`config.mk`:
```
export PLATFORM = sky130hd
export DESIGN_NAME = srs_ram
export DESIGN_NICKNAME = d
export VERILOG_FILES = /design/src/hdl/superpixel_region_statistics_defines.svh /design/src/hdl/srs_ram.sv
export SDC_FILE = /design/constraint.sdc
export NUM_CORES = 1
export LEC_CHECK = 0
export BUFFER_PORTS_ARGS = -buffer_cell sky130_fd_sc_hd__buf_2
export CAP_MARGIN = 25
export CORE_MARGIN = 2
export CORE_UTILIZATION = 60
export CTS_BUF_LIST = sky130_fd_sc_hd__clkbuf_2
export CTS_CLUSTER_DIAMETER = 60
export DETAILED_ROUTE_END_ITERATION = 8
export PLACE_DENSITY_LB_ADDON = 0.12
export SLEW_MARGIN = 20
export SYNTH_ARGS = -nofsm -noshare
export SYNTH_HDL_FRONTEND = slang
export SYNTH_SLANG_ARGS = --single-unit
```
`constraint.sdc`:
```
create_clock -name clk_i -period 1.8 [get_ports clk_i]
set_clock_uncertainty 0.1 [all_clocks]
set_input_delay 0 -clock clk_i [delete_from_list [all_inputs] [get_ports clk_i]]
set_output_delay 0 -clock clk_i [all_outputs]
set_load 0.02 [all_outputs]
```
`src/hdl/superpixel_region_statistics_defines.svh`:
```
// Assertion macros for the region statistics block.
`ifndef SUPERPIXEL_REGION_STATISTICS_DEFINES_SVH
`define SUPERPIXEL_REGION_STATISTICS_DEFINES_SVH
`ifndef NO_ASSERTIONS
`define SRS_ASSERT_IMPL(lbl, clk, rstn, ante, cons, msg) \
  lbl: assert property (@(posedge clk) disable iff (!rstn) (ante) |-> (cons)) else $error(msg);
`define SRS_ASSERT_NEXT(lbl, clk, rstn, ante, cons, msg) \
  lbl: assert property (@(posedge clk) disable iff (!rstn) (ante) |=> (cons)) else $error(msg);
`else
`define SRS_ASSERT_IMPL(lbl, clk, rstn, ante, cons, msg)
`define SRS_ASSERT_NEXT(lbl, clk, rstn, ante, cons, msg)
`endif
`endif

```
`src/hdl/srs_ram.sv`:
```
`default_nettype none
module srs_ram #(
  parameter int unsigned Width = 8,
  parameter int unsigned Depth = 16
) (
  input  wire logic                     clk_i,
  input  wire logic                     we_i,
  input  wire logic [$clog2(Depth)-1:0] waddr_i,
  input  wire logic [Width-1:0]         wdata_i,
  input  wire logic [$clog2(Depth)-1:0] raddr_i,
  output logic      [Width-1:0]         rdata_o
);
  logic [Width-1:0] mem [Depth];

  always_ff @(posedge clk_i) begin
    if (we_i) begin
      mem[waddr_i] <= wdata_i;
    end
    rdata_o <= mem[raddr_i];
  end
endmodule
`default_nettype wire

```
=== After elaboration in Yosys (flattened, before gate mapping) ===
Memory sizes are Yosys's and may differ from the RTL's. A register that Yosys moved wholly into a read port is not among the register bits.
Cells that the tools add are included.

* Bits in registers: 0
* Output and inout port bits: 8
* Memories kept: 1
* Bits in writable memories: 128
* Logic and storage cells: 3

{| class="wikitable"
|+ Memories
! name !! words !! bits a word !! read ports !! clocked after Yosys merged registers in !! write ports !! line !! text
|-
| mem || 16 || 8 || 1 || 1 || 1 || srs_ram.sv:13 || <nowiki>logic [Width-1:0] mem [Depth];</nowiki>
|}

* Mux-type cells: 2

{| class="wikitable"
|+ Operators by type and width
! cell !! count
|-
| $mux 1 || 2
|}

=== Logic depth before layout (Yosys ltp) ===
* Depth after elaboration: 2
* Mapped depth: 5
* Depth with buffers taken out: 3

=== Least setup slack after synthesis ===
Ideal clock, no wire load.

* Path type: in2reg
* From: in waddr_i[2]
* To: mem mem[0][0], enable pin
* Arrival time: 1.110 ns
* Path buffers: 0
* Path slack: 0.207 ns
* Required time: 1.317 ns
* Stages on the path: 2
* Library setup time: 0.383 ns
* Cell sequence: or3b_2 -> nor3_1

{| class="wikitable"
|+ RTL lines
! item !! line !! text
|-
| start: declaration || srs_ram.sv:8 || <nowiki>input wire logic [$clog2(Depth)-1:0] waddr_i,</nowiki>
|-
| end: declaration || srs_ram.sv:13 ||
|}

No word-level cell before the write port.

=== Final worst setup path ===
* From: in waddr_i[2]
* To: mem mem[3][7], enable pin

No word-level cell before the write port.

==> out/metrics.yaml <==
yosysTopAreaCell: "edfxtp_1"
io_pins: 26
synthTopCellsByArea: "edfxtp_1 75%, mux4_2 7.9%, mux4_1 7.1%, dfxtp_1 3.1%, a22oi_1 2.3%"
drt-initial-drc-count: 213
gp_congestion: 0.721
final.setup.tns_ns: -0.377
root_buffer: "clkbuf_2"
synth_cell_types: 19
cpMaxStageDelayCell: "dlygate4sd3_1"
drc: 0
maxSlewHeadroom: 0.534
synth-main-ff-cell: "edfxtp_1"
yosysTopAreaCellShare: 0.747
vias: 2519
clkTransAtPathRegs_ns: 0.18
start_util: 0.623
leakage_uw: 0.00206
vdd_drop_max_uv: 499
die_w_um: 96.6
grt_start_max_net_pins: 33
grt_pass1_vias: 2683
antenna_found_initial: 0
cp-end-kind: "flop"
syn_to_final_growth_pct: 16.5
setup_viol: 21
pre_cts_ws_ns: 0.251
synth_most_common_cell: "edfxtp_1"
startpoint: "waddr_i[2]"
rows: 33
syn-num-nets: 247
synth_common_cells: "128 x edfxtp_1, 18 x mux4_2, 16 x a22oi_1, 14 x mux4_1, 13 x nor2_1"
vias_per_cell: 5.96
ys_seq_area_frac: 0.778
clk_latency_ns: 0.64
tightest_slew_ns: 0.696
critPathKind: "input port to flop"
hp-start: "wdata_i[2]"
crit_fanout: 8
violations: "setup timing"
cts_buffer_depth: 2
core_area_um2: 8260
numClockSinks: 136
grt_use_total: 0.216
drive_gt1_frac: 0.296
fillCellCount: 498
wl_per_cell_um: 21.8
htree_num_levels: 4
portBuffers: 25
grt_overflow_total: 0
power_density_nw_per_um2: 978
critPathTopFamily: "buffers and inverters"
fin_crit_sh: 1.02
place_hpwl_mm: 5.60
ys_warn_count: 0
min_path_type: "input port to flop"
crit_top_cell: "dlygate4sd3_1"
dieArea_um2: 9340
fmax_mhz: 547
hold_violations: 0
numCtsBuffers: 17
cp_cell_sequence: "dlygate4sd3_1 -> buf_2 -> or3b_2 -> dlygate4sd3_1 -> nor2_1 -> buf_6"
critical-path-max-stage-delay_ns: 0.61
period_minus_slack_ns: 1.83
syn-cell-area_um2: 5150
grt_pass1_wl_mm: 14.7
nets: 323
wl_mm: 9.24
avgSynthCellArea_um2: 22.5
antenna_left: 0
synthCells: 229
start_kind: "input port"
diodes: 0
worstPathBufferInverterCount: 4
synth-edff-count: 128
final-max-slew-violation-count: 0
maxCapViolCount: 0
die_h_um: 96.6
arrival_ns: 2.10
grt_setup_unrepaired: "true"
worst_slack_ns: -0.0286
status: "complete, but fails checks"
timing.rr.start: "mem[2][5]$_DFFE_PP_"
cp.required_ns: 2.07
drtPass1Iterations: 5
cts_tree: "yes"
async_flop_share: 0
synth_seq_cells: 136
cells by family (layout without fill, tap and decap cells):
group                  count (synthesis)  in the layout  share of synthesized area
AO/OA/AOI/OAI                         16             16                     0.0233
buffers and inverters                 10             99                     0.0168
AND/OR/NAND/NOR                       35             35                     0.0318
multiplexers                          32             32                      0.150
flip-flops                           136            136                      0.778
through the flow:
| stage | hold slack [ns] | utilization | cell area [um^2] | instances | power, uW |
|---|---|---|---|---|---|
| final | 0.167 | 0.726 | 6000 | 423 | 5860 |
| after CTS | 0.107 | 0.725 | 5980 | 423 | 5910 |
| after floorplan | -0.00113 | - | 5150 | 229 | 3830 |
| after global routing | 0.0940 | 0.726 | 6000 | 423 | 6080 |
| after global placement | 0.285 | 0.666 | 5500 | 370 | 3960 |
| after detailed placement | 0.286 | 0.666 | 5500 | 370 | 3970 |
sequential cells by signal (all words and copies together), names as in the netlist:
name and flops:
rdata_o 8, mem 128
final cells by class:
cell class	instances	area (um^2)	share of cell area
sequential	136	4000	0.668
multi-input combinational	83	1060	0.176
timing repair buffer	67	529	0.0883
clock inverter	13	179	0.0298
tap	105	131	0.0219
clock buffer	19	95.1	0.0159
path summary, 6_finish.rpt:
check	end	slack (ns)	cells after the start
min	mem[4][2]$_DFFE_PP_	0.17	2
max	mem[3][7]$_DFFE_PP_	-0.03	6
max reg2reg	rdata_o[5]$_DFF_P_	0.34	3
min reg2reg	rdata_o[1]$_DFF_P_	0.60	3
cell usage in the layout, fill, tap and decap left out:
cell	synthesis	final
clkinvlp_4	0	4
and2_1	1	1
buf_4	1	16
mux4_2	18	18
nand2b_1	2	2
mux4_1	14	14
clkbuf_2	0	19
bufinv_16	0	4
edfxtp_1	128	128
buf_2	3	25
and2b_1	1	1
dfxtp_1	8	8
buf_12	0	2
dlygate4sd3_1	0	21
buf_6	3	3
nor3_1	4	4
nor2_1	13	13
nand3_1	1	1
or3b_2	1	1
clkinv_1	0	3
clkinv_4	0	2
nor2b_1	1	1
nand2_1	9	9
nand3b_1	2	2
a22oi_1	16	16
where the power goes:
part / internal [uW] / switching, uW / leakage (uW)
registers: 3540 / 19.1 / 0.00122
clock network: 911 / 1020 / 0.000149
logic: 172 / 205 / 0.000685
repair_timing:
item                                   in CTS  in global routing
setup buffers                               0                  0
gates resized for setup                     0                  3
setup endpoints to repair                   0                 20
hold buffers                               21                  0
endpoints found under the hold margin     264                  0
routing by layer:
| layer | track usage | vias to the layer above | wire length [um] |
|---|---|---|---|
| met4 | 0.0834 | 0 | 129 |
| met3 | 0.0506 | 10 | 583 |
| met2 | 0.343 | 96 | 4760 |
| met1 | 0.298 | 1277 | 3760 |
| li1 | - | 1136 | - |
| met5 | 0 | - | 0 |
(Power assumes the default switching activity.)
